## config.mk

```make
export PLATFORM = sky130hd
export DESIGN_NAME = integer_to_ascii_formatter
export DESIGN_NICKNAME = d
export VERILOG_FILES = /design/src/rtl/itaf_pkg.sv /design/src/rtl/integer_to_ascii_formatter.sv /design/src/rtl/itaf_front.sv /design/src/rtl/itaf_queue.sv /design/src/rtl/itaf_back.sv
export SDC_FILE = /design/constraint.sdc
export NUM_CORES = 1
export LEC_CHECK = 0
export ABC_CLOCK_PERIOD_IN_PS = 4300
export BUFFER_PORTS_ARGS = -buffer_cell sky130_fd_sc_hd__buf_2
export CAP_MARGIN = 0
export CORE_ASPECT_RATIO = 1.75
export CORE_UTILIZATION = 55
export DETAILED_ROUTE_END_ITERATION = 8
export GPL_TIMING_DRIVEN = 1
export PLACE_DENSITY = 0.76
export SETUP_SLACK_MARGIN = 0.1
export SLEW_MARGIN = 20
export SYNTH_ARGS = -nofsm -noshare
export SYNTH_HDL_FRONTEND = slang
export SYNTH_SLANG_ARGS = --single-unit
```

## constraint.sdc

```tcl
create_clock -name clk -period 4.3 [get_ports clk]
set_clock_uncertainty 0.1 [all_clocks]
set_input_delay 0.645 -clock clk [delete_from_list [all_inputs] [get_ports clk]]
set_output_delay 0.645 -clock clk [all_outputs]
set_load 0.01 [all_outputs]
```

## src/rtl/itaf_pkg.sv

```systemverilog
`timescale 1ns / 1ps
`default_nettype none

package itaf_pkg;

	// Request kind codes
	localparam logic [2:0] KIND_UDEC32 = 3'd0;
	localparam logic [2:0] KIND_SDEC32 = 3'd1;
	localparam logic [2:0] KIND_OCT32  = 3'd2;
	localparam logic [2:0] KIND_HEX32  = 3'd3;
	localparam logic [2:0] KIND_HEX64  = 3'd4;

	// ASCII codes
	localparam logic [7:0] CH_ZERO  = 8'h30;
	localparam logic [7:0] CH_A     = 8'h41;
	localparam logic [7:0] CH_X     = 8'h78;
	localparam logic [7:0] CH_O     = 8'h6F;
	localparam logic [7:0] CH_MINUS = 8'h2D;

	// Digit counts per format
	localparam int DEC32_DIGITS = 10;
	localparam int OCT32_DIGITS = 11;
	localparam int HEX64_DIGITS = 16;

	// Bit-serial decimal conversion
	localparam int CONV_STEPS = 32;
	localparam int CONV_CNT_W = $clog2(CONV_STEPS);
	localparam int BCD_W      = 4 * DEC32_DIGITS;

	typedef enum logic [1:0] {
		FMT_DEC = 2'd0,
		FMT_OCT = 2'd1,
		FMT_HEX = 2'd2
	} fmt_t;

	typedef enum logic [1:0] {
		PFX_NONE  = 2'd0,
		PFX_MINUS = 2'd1,
		PFX_OCT   = 2'd2,
		PFX_HEX   = 2'd3
	} prefix_t;

	typedef struct packed {
		logic [63:0] mag;
		fmt_t        fmt;
		prefix_t     prefix;
	} item_t;

	function automatic logic [7:0] digit_char(input logic [3:0] d);
		logic [7:0] code;
		if (d <= 4'd9) begin
			code = CH_ZERO + {4'h0, d};
		end else begin
			code = CH_A + {4'h0, d} - 8'd10;
		end
		return code;
	endfunction

endpackage

`default_nettype wire

```

## src/rtl/integer_to_ascii_formatter.sv

```systemverilog
// Order of work: a hex or octal request goes from the queue through the COUNT state to its characters;
// a decimal one first runs the 32-step bit-serial double dabble loop in the CONV state.
// Throughput: one character per cycle while chr_stall is low; the back end holds one request
// at a time and takes the next only once back in idle; a 2-entry queue buffers requests.
// Reset: arst_n clears the sequencer, queue pointers and output valid at once;
// the digit store is not cleared and is always written before it is read.
`timescale 1ns / 1ps
`default_nettype none

module integer_to_ascii_formatter import itaf_pkg::*; #(
	parameter int DIGIT_SLOTS = 16
) (
	input  wire logic        clk,
	input  wire logic        arst_n,
	// Request channel
	input  wire logic        req_valid,
	output logic             req_stall,
	input  wire logic [63:0] value,
	input  wire logic [2:0]  kind,
	// Character channel
	output logic             chr_valid,
	input  wire logic        chr_stall,
	output logic [7:0]       char_code,
	output logic             last
);

	item_t front_item;
	item_t q_item;
	logic  push;
	logic  pop;
	logic  q_valid;
	logic  q_full;

	// Front end: classify each request into magnitude, radix and prefix;
	// drop unused kinds without queueing them.
	itaf_front u_front (
		.req_valid (req_valid),
		.req_stall (req_stall),
		.value     (value),
		.kind      (kind),
		.q_full    (q_full),
		.push      (push),
		.item      (front_item)
	);

	// Hold classified requests so the front keeps accepting while the
	// back end is busy with a long decimal conversion.
	itaf_queue u_queue (
		.clk      (clk),
		.arst_n   (arst_n),
		.push     (push),
		.wr_item  (front_item),
		.pop      (pop),
		.rd_item  (q_item),
		.rd_valid (q_valid),
		.full     (q_full)
	);

	// Back end: convert to digits, find the leading digit, then advance
	// through prefix and digits one character per cycle while not stalled, into the output register.
	itaf_back #(
		.DIGIT_SLOTS (DIGIT_SLOTS)
	) u_back (
		.clk       (clk),
		.arst_n    (arst_n),
		.q_item    (q_item),
		.q_valid   (q_valid),
		.pop       (pop),
		.chr_valid (chr_valid),
		.chr_stall (chr_stall),
		.char_code (char_code),
		.last      (last)
	);

endmodule

`default_nettype wire

```

## src/rtl/itaf_front.sv

```systemverilog
`timescale 1ns / 1ps
`default_nettype none

module itaf_front import itaf_pkg::*; (
	input  wire logic        req_valid,
	output logic             req_stall,
	input  wire logic [63:0] value,
	input  wire logic [2:0]  kind,
	input  wire logic        q_full,
	output logic             push,
	output item_t            item
);

	logic [31:0] low;
	logic        kind_ok;

	assign low       = value[31:0];
	assign req_stall = q_full;

	// Classify the request: magnitude, radix and prefix
	always_comb begin
		kind_ok     = 1'b1;
		item.mag    = {32'h0, low};
		item.fmt    = FMT_DEC;
		item.prefix = PFX_NONE;
		unique case (kind)
			KIND_UDEC32: begin
			end
			KIND_SDEC32: begin
				if (low[31]) begin
					item.prefix = PFX_MINUS;
					item.mag    = {32'h0, 32'h0 - low};
				end
			end
			KIND_OCT32: begin
				item.fmt    = FMT_OCT;
				item.prefix = PFX_OCT;
			end
			KIND_HEX32: begin
				item.fmt    = FMT_HEX;
				item.prefix = PFX_HEX;
			end
			KIND_HEX64: begin
				item.fmt    = FMT_HEX;
				item.prefix = PFX_HEX;
				item.mag    = value;
			end
			default: begin
				kind_ok = 1'b0;
			end
		endcase
	end

	// Drop unused kinds: accepted, never queued
	assign push = req_valid && !q_full && kind_ok;

endmodule

`default_nettype wire

```

## src/rtl/itaf_queue.sv

```systemverilog
`timescale 1ns / 1ps
`default_nettype none

module itaf_queue import itaf_pkg::*; (
	input  wire logic  clk,
	input  wire logic  arst_n,
	input  wire logic  push,
	input  wire item_t wr_item,
	input  wire logic  pop,
	output item_t      rd_item,
	output logic       rd_valid,
	output logic       full
);

	localparam int QUEUE_DEPTH = 2;
	localparam int PTR_W       = $clog2(QUEUE_DEPTH);
	localparam int CNT_W       = $clog2(QUEUE_DEPTH + 1);

	item_t              entries_q [QUEUE_DEPTH];
	logic [PTR_W-1:0]   wr_ptr_q;
	logic [PTR_W-1:0]   rd_ptr_q;
	logic [CNT_W-1:0]   count_q;

	assign rd_item  = entries_q[rd_ptr_q];
	assign rd_valid = (count_q != '0);
	assign full     = (count_q == CNT_W'(QUEUE_DEPTH));

	always_ff @(posedge clk or negedge arst_n) begin
		if (!arst_n) begin
			wr_ptr_q <= '0;
			rd_ptr_q <= '0;
			count_q  <= '0;
		end else begin
			if (push) begin
				wr_ptr_q <= (wr_ptr_q == PTR_W'(QUEUE_DEPTH - 1)) ? '0 : wr_ptr_q + 1'b1;
			end
			if (pop) begin
				rd_ptr_q <= (rd_ptr_q == PTR_W'(QUEUE_DEPTH - 1)) ? '0 : rd_ptr_q + 1'b1;
			end
			if (push && !pop) begin
				count_q <= count_q + 1'b1;
			end else if (pop && !push) begin
				count_q <= count_q - 1'b1;
			end
		end
	end

	always_ff @(posedge clk) begin
		if (push) begin
			entries_q[wr_ptr_q] <= wr_item;
		end
	end

`ifndef NO_ASSERTIONS
	a_no_push_full: assert property (@(posedge clk) disable iff (!arst_n)
		push |-> !full)
		else $error("queue written while full");
	a_no_pop_empty: assert property (@(posedge clk) disable iff (!arst_n)
		pop |-> rd_valid)
		else $error("queue read while empty");
`endif

endmodule

`default_nettype wire

```

## src/rtl/itaf_back.sv

```systemverilog
`timescale 1ns / 1ps
`default_nettype none

module itaf_back import itaf_pkg::*; #(
	parameter int DIGIT_SLOTS = 16
) (
	input  wire logic       clk,
	input  wire logic       arst_n,
	input  wire item_t      q_item,
	input  wire logic       q_valid,
	output logic            pop,
	output logic            chr_valid,
	input  wire logic       chr_stall,
	output logic [7:0]      char_code,
	output logic            last
);

	localparam int IDX_W = $clog2(DIGIT_SLOTS);

	typedef enum logic [4:0] {
		ST_IDLE   = 5'b00001,
		ST_CONV   = 5'b00010,
		ST_COUNT  = 5'b00100,
		ST_PREFIX = 5'b01000,
		ST_DIGITS = 5'b10000
	} state_t;

	state_t                state_q, state_d;
	logic [CONV_CNT_W-1:0] conv_cnt_q;
	logic                  pre_pos_q;
	logic                  chr_valid_q;
	logic [7:0]            char_q;
	logic                  last_q;
	fmt_t                  fmt_q;
	prefix_t               prefix_q;
	logic [31:0]           bin_q;
	logic [BCD_W-1:0]      bcd_q;
	logic [BCD_W-1:0]      bcd_adj;
	logic [BCD_W-1:0]      bcd_next;
	logic [3:0]            digits_q [DIGIT_SLOTS];
	logic [3:0]            load_dig [DIGIT_SLOTS];
	logic [3:0]            dec_dig  [DIGIT_SLOTS];
	logic [IDX_W-1:0]      idx_q;
	logic [IDX_W-1:0]      top_idx;
	logic                  out_free;
	logic                  emit;
	logic [7:0]            emit_char;
	logic                  emit_last;
	logic                  conv_done;

	assign out_free  = !chr_valid_q || !chr_stall;
	assign pop       = (state_q == ST_IDLE) && q_valid;
	assign conv_done = (state_q == ST_CONV) && (conv_cnt_q == CONV_CNT_W'(CONV_STEPS - 1));

	// Double dabble step: add three to every BCD digit above four, then shift
	always_comb begin
		for (int i = 0; i < DEC32_DIGITS; i++) begin
			bcd_adj[4*i +: 4] = (bcd_q[4*i +: 4] >= 4'd5) ? bcd_q[4*i +: 4] + 4'd3
			                                               : bcd_q[4*i +: 4];
		end
		bcd_next = {bcd_adj[BCD_W-2:0], bin_q[31]};
	end

	// Digit loads: slices for octal and hex, converted digits for decimal
	always_comb begin
		for (int i = 0; i < DIGIT_SLOTS; i++) begin
			load_dig[i] = 4'h0;
			dec_dig[i]  = 4'h0;
		end
		if (q_item.fmt == FMT_HEX) begin
			for (int i = 0; i < HEX64_DIGITS; i++) begin
				load_dig[i] = q_item.mag[4*i +: 4];
			end
		end else if (q_item.fmt == FMT_OCT) begin
			for (int i = 0; i < OCT32_DIGITS; i++) begin
				load_dig[i] = {1'b0, q_item.mag[3*i +: 3]};
			end
		end
		for (int i = 0; i < DEC32_DIGITS; i++) begin
			dec_dig[i] = bcd_next[4*i +: 4];
		end
	end

	// Most significant nonzero digit; zero keeps a single digit
	always_comb begin
		top_idx = '0;
		for (int i = 0; i < DIGIT_SLOTS; i++) begin
			if (digits_q[i] != 4'h0) begin
				top_idx = IDX_W'(i);
			end
		end
	end

	always_comb begin
		state_d   = state_q;
		emit      = 1'b0;
		emit_char = CH_ZERO;
		emit_last = 1'b0;
		unique case (state_q)
			ST_IDLE: begin
				if (q_valid) begin
					state_d = (q_item.fmt == FMT_DEC) ? ST_CONV : ST_COUNT;
				end
			end
			ST_CONV: begin
				if (conv_done) begin
					state_d = ST_COUNT;
				end
			end
			ST_COUNT: begin
				state_d = (prefix_q == PFX_NONE) ? ST_DIGITS : ST_PREFIX;
			end
			ST_PREFIX: begin
				if (out_free) begin
					emit = 1'b1;
					unique case (prefix_q)
						PFX_MINUS: emit_char = CH_MINUS;
						PFX_OCT:   emit_char = pre_pos_q ? CH_O : CH_ZERO;
						PFX_HEX:   emit_char = pre_pos_q ? CH_X : CH_ZERO;
						default:   emit_char = CH_ZERO;
					endcase
					if (prefix_q == PFX_MINUS || pre_pos_q) begin
						state_d = ST_DIGITS;
					end
				end
			end
			ST_DIGITS: begin
				if (out_free) begin
					emit      = 1'b1;
					emit_char = digit_char(digits_q[idx_q]);
					emit_last = (idx_q == '0);
					if (idx_q == '0) begin
						state_d = ST_IDLE;
					end
				end
			end
			default: begin
				state_d = ST_IDLE;
			end
		endcase
	end

	always_ff @(posedge clk or negedge arst_n) begin
		if (!arst_n) begin
			state_q     <= ST_IDLE;
			conv_cnt_q  <= '0;
			pre_pos_q   <= 1'b0;
			chr_valid_q <= 1'b0;
		end else begin
			state_q <= state_d;
			if (state_q == ST_CONV) begin
				conv_cnt_q <= conv_cnt_q + 1'b1;
			end else begin
				conv_cnt_q <= '0;
			end
			if (state_q == ST_PREFIX && emit) begin
				pre_pos_q <= 1'b1;
			end else if (state_q != ST_PREFIX) begin
				pre_pos_q <= 1'b0;
			end
			if (emit) begin
				chr_valid_q <= 1'b1;
			end else if (out_free) begin
				chr_valid_q <= 1'b0;
			end
		end
	end

	always_ff @(posedge clk) begin
		if (emit) begin
			char_q <= emit_char;
			last_q <= emit_last;
		end
		if (pop) begin
			fmt_q    <= q_item.fmt;
			prefix_q <= q_item.prefix;
			bin_q    <= q_item.mag[31:0];
			bcd_q    <= '0;
			digits_q <= load_dig;
		end
		if (state_q == ST_CONV) begin
			bcd_q <= bcd_next;
			bin_q <= {bin_q[30:0], 1'b0};
		end
		if (conv_done) begin
			digits_q <= dec_dig;
		end
		if (state_q == ST_COUNT) begin
			idx_q <= top_idx;
		end
		if (state_q == ST_DIGITS && emit && idx_q != '0) begin
			idx_q <= idx_q - 1'b1;
		end
	end

	assign chr_valid = chr_valid_q;
	assign char_code = char_q;
	assign last      = last_q;

`ifndef NO_ASSERTIONS
	a_conv_dec_only: assert property (@(posedge clk) disable iff (!arst_n)
		(state_q == ST_CONV) |-> (fmt_q == FMT_DEC))
		else $error("conversion running on a non-decimal request");
	a_last_ends_item: assert property (@(posedge clk) disable iff (!arst_n)
		(emit && emit_last) |=> (state_q == ST_IDLE && chr_valid_q && last_q))
		else $error("final character did not close the request");
`endif

endmodule

`default_nettype wire
```

==> metrics.csv, run 1 <==
stage,metric,value,unit
outcome,status,"complete, no violations",
layout,Filler Cells Inserted,1989,
routing,drt first pass iters,6,
floorplanning,Starting Density,0.560,
synth,ranking of synthesized cells by area,"edfxtp_1 (55%), mux2i_1 (5.4%), o21ai_0 (4.1%)",
sta,TNS Setup,0,ns
hold_path,worst hold path class,primary input to flip-flop,
layout,layout cells sized above 1,0.153,
synth,ranking of synthesized cells by instance count,"edfxtp_1 (261), nand2_1 (138), o21ai_0 (115)",
setup_path,Setup crit end kind,flip-flop,
synth,ys async rst share,0.0530,
sta,Final min period,3.55,ns
routing,"wirelength, routed",30700,um
place,port bufs,80,
clocking,CTS tree,built,
floorplanning,area of the die,26500,sq um
global_routing,first-pass GRT wire length,48900,um
layout,multi-input combinational cell area,5130,sq um
floorplanning,chip width,123,um
clocking,CTS H-Tree Depth,1,
job,Max Cap Viol,0,
power_and_ir_drop,overall power,11700,uW
routing,drc violations,0,
synth,"Seq/Total Area, Yosys",0.616,
sta,Final Hold Viols,0,
synth,"count leader, synth",edfxtp_1,
sta,Slew @ Worst Pin,1.10,ns
clocking,cts bufs inserted,27,
power_and_ir_drop,P per Cell Area,743,nW/um^2
synth,Ys Warns,0,
synth,syn nets,1257,
sta,fin crit share,0.825,
sta,RSZ-0062 raised after global routing,no,
place,Final HPWL DP,22000,um
synth,ys flop type,edfxtp_1,
setup_path,Crit path required time,4.57,ns
global_routing,total global-route track usage,0.242,
routing,Final ANT Viol Nets,0,
floorplanning,std cell rows,77,
global_routing,remaining global-route overflow,0,
synth,Syn Inst Count,1159,
sta,final setup violation count,0,
clocking,root buf cell,clkbuf_16,
sta,Slew Limit Headroom,0.270,
global_routing,vias in the first global route,9416,
routing,Met3 Wirelength,1490,um
clocking,CTS clock-pin slew for the worst setup and hold paths,0.07,ns
setup_path,critical path arrival,3.82,ns
synth,register bit total from synthesis,302,
global_routing,initial antenna violation count,0,
synth,Post-synth EDFFs,261,
layout,Final nets,1326,
layout,Syn-to-layout area delta,11.1,%
clocking,clk sinks,302,
routing,drt wl/cell,19.6,um
synth,post-synth top area share,0.552,
global_routing,largest net degree at the start of global routing,69,
synth,Synth cell types,60,
setup_path,CP Launch Type,flip-flop,
routing,via count,9324,
synth,Avg Inst Size Synth,12.3,sq um
routing,routed wl met2,16200,um
layout,register area,8740,sq um
place,Routability Congestion,0.899,
routing,Detailed Route Iter0 Violations,802,
routing,highest routed metal layer,met4,
clocking,latest clock arrival within the worst-skew pair,0.55,ns
sta,FMAX,282,MHz
routing,drt via density,5.96,
floorplanning,Die H,215,um
setup_path,critical path class,flip-flop to flip-flop,
power_and_ir_drop,worst vdd ir,0.406,mV
clocking,CTS Buffer Depth,3,
layout,# diodes,0,
power_and_ir_drop,static leakage,0.00583,uW
floorplanning,Core Region,25300,sq um
floorplanning,I/O pin count,82,
setup_path,CP max FO,19,
sta,Final Max Slew Viols,0,
routing,M1 WL,11600,um
synth,Syn Std Cell Area,14200,sq um
synth,largest area contributor in the synthesized netlist,edfxtp_1,
## kinds of logic after synthesis
family	Yosys count	synth area share
multiplexers	111	0.0939
AND/OR/NAND/NOR	351	0.120
buffers and inverters	88	0.0247
flip-flops	302	0.616
XOR/XNOR	48	0.0296
AO/OA/AOI/OAI	231	0.0918
other	1	0.000264
adder cells (fa/ha/maj)	27	0.0238
## worst paths after layout
| kind | startpoint | to | slack, ns | depth (start not counted) |
|---|---|---|---|---|
| max in group asynchronous | arst_n | u_back.state_q[0] | 3.32 | 2 |
| worst min register to register | u_back.conv_cnt_q[0] | u_back.conv_cnt_q[0] | 0.37 | 1 |
| worst max register to register | u_back.idx_q[0] | u_back.char_code[1] | 0.75 | 8 |
| min in group asynchronous | arst_n | u_back.chr_valid | 0.46 | 2 |
| worst min-delay path | value[0] | u_queue.entries_q[0][4] | 0.26 | 1 |
| worst max-delay path | u_back.idx_q[0] | u_back.char_code[1] | 0.75 | 8 |
## area by class of cell
| type | count | area share |
|---|---|---|
| Clock buffer | 28 | 0.0431 |
| Clock inverter | 21 | 0.0101 |
| Inverter | 31 | 0.00737 |
| Timing Repair Buffer | 97 | 0.0352 |
| Tap cell | 316 | 0.0251 |
| Sequential cell | 302 | 0.554 |
| Multi-Input combinational cell | 769 | 0.325 |
## metrics by stage
stage                      util  std cells  instance area [sq um]  setup slack [ns]  hold WS (ns)
after global routing      0.623       1564                  15800             0.525         0.261
after detailed placement  0.589       1514                  14900             0.812         0.359
final                     0.623       1564                  15800             0.753         0.264
after CTS                 0.623       1564                  15800             0.779         0.252
after floorplan               -       1159                  14200             0.581         0.249
after global placement    0.589       1514                  14900             0.827         0.350
## per-layer routing
| metal | global-route usage | vias up |
|---|---|---|
| met5 | 0 | - |
| met4 | 0.114 | 0 |
| met3 | 0.0287 | 78 |
| met2 | 0.424 | 276 |
| met1 | 0.290 | 4536 |
| li1 | - | 4434 |
## power by group
group / internal [uW] / switching (uW)
Sequential: 4600 / 715
Clock: 1270 / 1050
Combinational: 1560 / 2530
Total: 7430 / 4300
## flip-flops by register name (all words and copies together) (netlist names), 2 cells and up
name,cells
u_queue.entries_q,136
u_back.state_q,5
u_back.prefix_q,2
u_back.bcd_q,40
u_back.idx_q,4
u_back.conv_cnt_q,5
u_back.digits_q,64
u_queue.count_q,2
u_back.char_code,7
u_back.bin_q,32
## repair_timing
action | CTS | global route
setup buffers | 0 | 0
resized for setup | 0 | 0
hold buffers | 1 | 0
hold endpoints to repair | 15 | 0
## cells in the final DEF (no fill, tap or decap), types with 18 or more instances in the layout
| cell type | n |
|---|---|
| o21ai_0 | 115 |
| nor2_1 | 84 |
| clkbuf_16 | 27 |
| xnor2_1 | 32 |
| a21oi_1 | 47 |
| buf_2 | 80 |
| mux2_2 | 18 |
| ha_1 | 27 |
| o22ai_1 | 38 |
| edfxtp_1 | 261 |
| nand2_1 | 137 |
| mux2i_1 | 77 |
| inv_1 | 29 |
| dfxtp_1 | 25 |
| nand2b_1 | 19 |
| and3_1 | 35 |
## critical path, cell delays in order (launching register included)
cell      delay, ns
edfxtp_1       0.99
mux4_2         0.61
mux2i_1        0.28
mux2_2         0.27
ha_1           0.18
nor2_1         0.07
a211oi_2       0.37
mux2_2         0.38
o32ai_1        0.11
(Power assumes the default switching activity.)
==> run 2: changes to the inputs <==
--- a/config.mk
+++ b/config.mk
@@ -5,7 +5,7 @@
 export SDC_FILE = /design/constraint.sdc
 export NUM_CORES = 1
 export LEC_CHECK = 0
-export ABC_CLOCK_PERIOD_IN_PS = 4300
+export ABC_CLOCK_PERIOD_IN_PS = 2900
 export BUFFER_PORTS_ARGS = -buffer_cell sky130_fd_sc_hd__buf_2
 export CAP_MARGIN = 0
 export CORE_ASPECT_RATIO = 1.75
==> constraint.sdc (replaced) <==
create_clock -name clk -period 2.9 [get_ports clk]
set_clock_uncertainty 0.1 [all_clocks]
set_input_delay 0.435 -clock clk [delete_from_list [all_inputs] [get_ports clk]]
set_output_delay 0.435 -clock clk [all_outputs]
set_load 0.01 [all_outputs]
==> run 2 against run 1 <==
- first-iteration DRC count decreased by 12%
- fmax increased by 31%
- sequential power grew 47%
- sequential cell count did not move
- total power is 54% higher
- cell count up 1.9%
- final area rose by 2.5%
- hold slack got worse by 0.22 ns
- register-to-register slack worse by 0.56 ns
- critical path type unchanged
- critical path depth up 1
==> metrics.csv, run 2 (synthesis results as in run 1) <==
stage,metric,value,unit
hold_path,Hold EP,u_queue.entries_q[1][4],
power_and_ir_drop,static leakage,0.00603,uW
sta,worst hold slack,0.0404,ns
layout,Final nets,1354,
place,Final HPWL DP,22600,um
setup_path,CP max FO,13,
sta,Final min period,2.71,ns
place,port bufs,80,
power_and_ir_drop,worst vdd ir,0.633,mV
setup_path,Reg-to-Reg End,u_back.char_code[1],
hold_path,hold path start,value[0],
routing,drt via density,5.98,
clocking,root buf cell,clkbuf_16,
layout,Syn-to-layout area delta,13.9,%
floorplanning,Die H,215,um
setup_path,worst reg2reg startpoint,u_back.idx_q[0],
floorplanning,area of the die,26500,sq um
global_routing,initial antenna violation count,0,
sta,final setup violation count,0,
setup_path,critical path arrival,2.97,ns
global_routing,total global-route track usage,0.239,
job,Max Cap Viol,0,
sta,Slew @ Worst Pin,0.679,ns
global_routing,remaining global-route overflow,0,
sta,Final Max Slew Viols,0,
layout,# diodes,0,
layout,"most common cell after layout, fill and taps aside",edfxtp_1,
floorplanning,chip width,123,um
hold_path,hold path cells,1,
outcome,status,"complete, no violations",
routing,Final ANT Viol Nets,0,
sta,Slew Limit Headroom,0.536,
clocking,latest clock arrival within the worst-skew pair,0.55,ns
place,cell area after placement,15200,sq um
routing,via count,9527,
setup_path,Setup crit end kind,flip-flop,
routing,drt first pass iters,7,
sta,TNS Setup,0,ns
layout,most frequent cells in the layout,"edfxtp_1 (261), nand2_1 (137), o21ai_0 (115)",
floorplanning,std cell rows,77,
layout,Filler Cells Inserted,1897,
hold_path,worst hold path class,primary input to flip-flop,
clocking,clk sinks,302,
power_and_ir_drop,overall power,18100,uW
global_routing,vias in the first global route,9580,
global_routing,largest net degree at the start of global routing,52,
setup_path,cell mode on critical path,mux2_2,
setup_path,CP bufs+invs,1,
floorplanning,I/O pin count,82,
clocking,cts bufs inserted,27,
setup_path,Crit path required time,3.17,ns
sta,Final Hold Viols,0,
clocking,CTS H-Tree Depth,1,
layout,final instance area,16200,sq um
layout,layout cells sized above 1,0.180,
clocking,CTS tree,built,
layout,max reg flops,136,
sta,fin crit share,0.934,
clocking,CTS clock-pin slew for the worst setup and hold paths,0.07,ns
routing,"wirelength, routed",30700,um
setup_path,"reg-to-reg slack, setup",0.19,ns
setup_path,critical path class,flip-flop to flip-flop,
floorplanning,Core Region,25300,sq um
layout,most flop-heavy register,u_queue.entries_q,
layout,Largest regs,"u_queue.entries_q (136), u_back.digits_q (64), u_back.bcd_q (40)",
setup_path,"CP delay by family, top",multiplexers,
setup_path,CP Launch Type,flip-flop,
setup_path,reg2reg path depth,9,
clocking,CTS Buffer Depth,3,
layout,Util after Layout,0.638,
power_and_ir_drop,P per Cell Area,1120,nW/um^2
routing,drc violations,0,
global_routing,first-pass GRT wire length,48500,um
routing,Detailed Route Iter0 Violations,709,
setup_path,crit-path cells,buf_12 -> mux4_2 -> mux2i_1 -> mux2_2 -> ha_1 -> nor2_2 -> a211oi_2 -> mux2_2 -> o32ai_1,
sta,RSZ-0062 raised after global routing,yes,
floorplanning,Starting Density,0.560,
setup_path,CP peak stage delay,0.50,ns
place,Routability Congestion,0.935,
setup_path,slowest CP cell,mux4_2,
routing,drt wl/cell,19.3,um
sta,FMAX,369,MHz
[run 2: final cells by class]
cell class	instances	area, sq um	area share
Sequential cell	302	8740	0.541
Multi-Input combinational cell	769	5150	0.318
Timing Repair Buffer	125	828	0.0512
Clock buffer	28	679	0.0420
Tap cell	316	395	0.0245
Clock inverter	22	255	0.0158
Inverter	31	120	0.00743
[run 2: what timing repair did]
action                                 CTS  global route
hold buffers                             1             0
resized for setup                        1             2
setup endpoints to repair               40             5
buffers inserted                         0             3
endpoints found under the hold margin   16             0
[run 2: per-stage QoR]
| stage | instances | setup slack, ns |
|---|---|---|
| final | 1593 | 0.192 |
| after global routing | 1593 | 0.0770 |
| after CTS | 1590 | 0.107 |
| after detailed placement | 1539 | 0.0403 |
| after global placement | 1539 | 0.114 |
| after floorplan | 1159 | 0.141 |
[run 2: power by group]
part	internal, uW	switching, uW	total (uW)	leakage [uW]
Clock	2100	1620	3720	0.000437
Combinational	2560	3990	6550	0.00274
Sequential	6800	989	7790	0.00285
[run 2: worst max-delay path by stage]
stage,to,slack [ns],cells after the start,from
final,u_back.char_code[1],0.19,9,u_back.idx_q[0]
after global routing,u_back.char_code[0],0.08,11,u_back.idx_q[0]
after CTS,u_back.char_code[0],0.11,11,u_back.idx_q[0]
after detailed placement,u_back.digits_q[53],0.04,7,u_back.conv_cnt_q[0]
after global placement,u_back.char_code[0],0.11,11,u_back.idx_q[0]
after floorplan,u_back.char_code[1],0.14,10,u_back.idx_q[0]
[run 2: layer usage]
layer | routed length [um] | track usage
met5 | 0 | 0
met1 | 11500 | 0.281
met4 | 1360 | 0.110
met3 | 1600 | 0.0301
met2 | 16300 | 0.427
==> run 3: changes to the inputs <==
--- a/config.mk
+++ b/config.mk
@@ -12,7 +12,8 @@
 export CORE_UTILIZATION = 55
 export DETAILED_ROUTE_END_ITERATION = 8
 export GPL_TIMING_DRIVEN = 1
-export PLACE_DENSITY = 0.76
+export MAX_ROUTING_LAYER = met4
+export PLACE_DENSITY_LB_ADDON = 0.1
 export SETUP_SLACK_MARGIN = 0.1
 export SLEW_MARGIN = 20
 export SYNTH_ARGS = -nofsm -noshare
==> run 3 against run 2 <==
- largest cell class unchanged
- routed wire length rose by 4.0%
- final area barely moved
- hold slack got worse by 0.0068 ns
==> metrics.csv, run 3 (synthesis results as in run 1) <==
stage,metric,value,unit
outcome,status,"complete, no violations",
layout,max reg flops,136,
clocking,CTS Buffer Depth,3,
clocking,clk sinks,302,
layout,Final nets,1349,
sta,TNS Setup,0,ns
setup_path,Setup crit end kind,flip-flop,
routing,via count,9412,
floorplanning,std cell rows,77,
routing,drt first pass iters,5,
sta,Final min period,2.77,ns
setup_path,"reg-to-reg slack, setup",0.13,ns
routing,Met3 Wirelength,1270,um
floorplanning,Starting Density,0.560,
global_routing,vias in the first global route,9173,
setup_path,CP Launch Type,flip-flop,
global_routing,first-pass GRT wire length,48800,um
clocking,latest clock arrival within the worst-skew pair,0.56,ns
global_routing,remaining global-route overflow,0,
layout,most frequent cells in the layout,"edfxtp_1 (261), nand2_1 (137), o21ai_0 (115)",
power_and_ir_drop,worst vdd ir,0.670,mV
global_routing,total global-route track usage,0.252,
layout,"most common cell after layout, fill and taps aside",edfxtp_1,
floorplanning,area of the die,26500,sq um
clocking,root buf cell,clkbuf_16,
sta,Slew Limit Headroom,0.531,
power_and_ir_drop,P per Cell Area,1120,nW/um^2
clocking,CTS clock-pin slew for the worst setup and hold paths,0.06,ns
sta,Final Hold Viols,0,
routing,drc violations,0,
layout,layout cells sized above 1,0.176,
floorplanning,I/O pin count,82,
floorplanning,Die H,215,um
power_and_ir_drop,overall power,18100,uW
floorplanning,Core Region,25300,sq um
sta,Slew @ Worst Pin,0.698,ns
place,cell area after placement,15200,sq um
global_routing,initial antenna violation count,0,
sta,Final Max Slew Viols,0,
place,placed cells,1532,
sta,fin crit share,0.956,
setup_path,critical path class,flip-flop to flip-flop,
power_and_ir_drop,static leakage,0.00602,uW
layout,Finished Layout Cells,1587,
sta,final setup violation count,0,
routing,"wirelength, routed",32000,um
sta,FMAX,361,MHz
place,Final HPWL DP,23000,um
setup_path,critical path arrival,2.97,ns
job,Max Cap Viol,0,
layout,most flop-heavy register,u_queue.entries_q,
setup_path,Crit path required time,3.10,ns
clocking,CTS tree,built,
layout,final instance area,16200,sq um
setup_path,CP max FO,7,
hold_path,worst hold path class,primary input to flip-flop,
layout,Util after Layout,0.638,
global_routing,largest net degree at the start of global routing,69,
clocking,CTS H-Tree Depth,1,
routing,Final ANT Viol Nets,0,
layout,Largest regs,"u_queue.entries_q (136), u_back.digits_q (64), u_back.bcd_q (40)",
routing,drt wl/cell,20.1,um
routing,highest routed metal layer,met4,
sta,RSZ-0062 raised after global routing,yes,
clocking,cts bufs inserted,27,
place,port bufs,80,
routing,Detailed Route Iter0 Violations,661,
routing,drt via density,5.93,
routing,M1 WL,12600,um
layout,Syn-to-layout area delta,13.8,%
floorplanning,chip width,123,um
place,Routability Congestion,0.916,
routing,routed wl met2,16800,um
layout,# diodes,0,
==> run 3: changes by cell type in the layout (fill, tap and decap cells not counted), sizes merged <==
cell / delta
inv: -2
bufinv: -3
buf: -6
clkinv: +1
clkinvlp: -5
clkbuf: +9
==> run 3: stage by stage <==
step / hold WS (ns) / setup slack [ns]
floorplan: 0.0394 / 0.141
global placement: 0.285 / 0.0576
detailed placement: 0.294 / 0.0182
CTS: 0.0170 / 0.0648
global route: 0.0360 / 0.0563
finish: 0.0336 / 0.129
==> run 3: critical path, cell delays in order, from the launching register on <==
cell and delay [ns]:
edfxtp_1 0.42, buf_12 0.16, mux4_2 0.51, mux2i_2 0.23
mux2_4 0.22, inv_1 0.07, ha_4 0.16, nor2_2 0.14
a211oi_2 0.10, buf_4 0.18, xnor2_2 0.13, o22ai_1 0.09
==> run 3: area by class of cell <==
type / count / area, sq um
fill: 1997 / 9180
sequential: 302 / 8740
multi-input combinational: 769 / 5220
timing repair buffer: 120 / 825
clock buffer: 36 / 752
tap: 316 / 395
inverter: 31 / 120
clock inverter: 13 / 101
==> run 3: report_power, final <==
group	internal (uW)	switching, uW
clock network	1920	1550
logic	2720	4170
registers	6800	923
total	11400	6640
==> run 3: repair_timing <==
| item | CTS | global route |
|---|---|---|
| buffers inserted | 0 | 4 |
| setup endpoints to repair | 43 | 5 |
| pin swaps | 0 | 2 |
| hold buffers | 1 | 0 |
| gates resized for setup | 4 | 13 |
| gates cloned | 0 | 1 |
| endpoints found under the hold margin | 15 | 0 |
==> run 3: routing by layer <==
layer | up-vias | GRT usage
li1 | 4480 | -
met3 | 71 | 0.0282
met5 | - | -
met4 | 0 | 0.101
met2 | 254 | 0.427
met1 | 4607 | 0.302
==> run 3: worst paths after layout <==
path                                            from                      end  depth (start not counted)
max in group asynchronous                     arst_n         u_queue.rd_ptr_q                          2
min in group asynchronous                     arst_n         u_back.chr_valid                          2
worst max register to register       u_back.idx_q[0]      u_back.char_code[0]                         11
worst min register to register  u_back.conv_cnt_q[0]     u_back.conv_cnt_q[0]                          1
worst max-delay path                 u_back.idx_q[0]      u_back.char_code[0]                         11
worst min-delay path                        value[0]  u_queue.entries_q[1][4]                          1
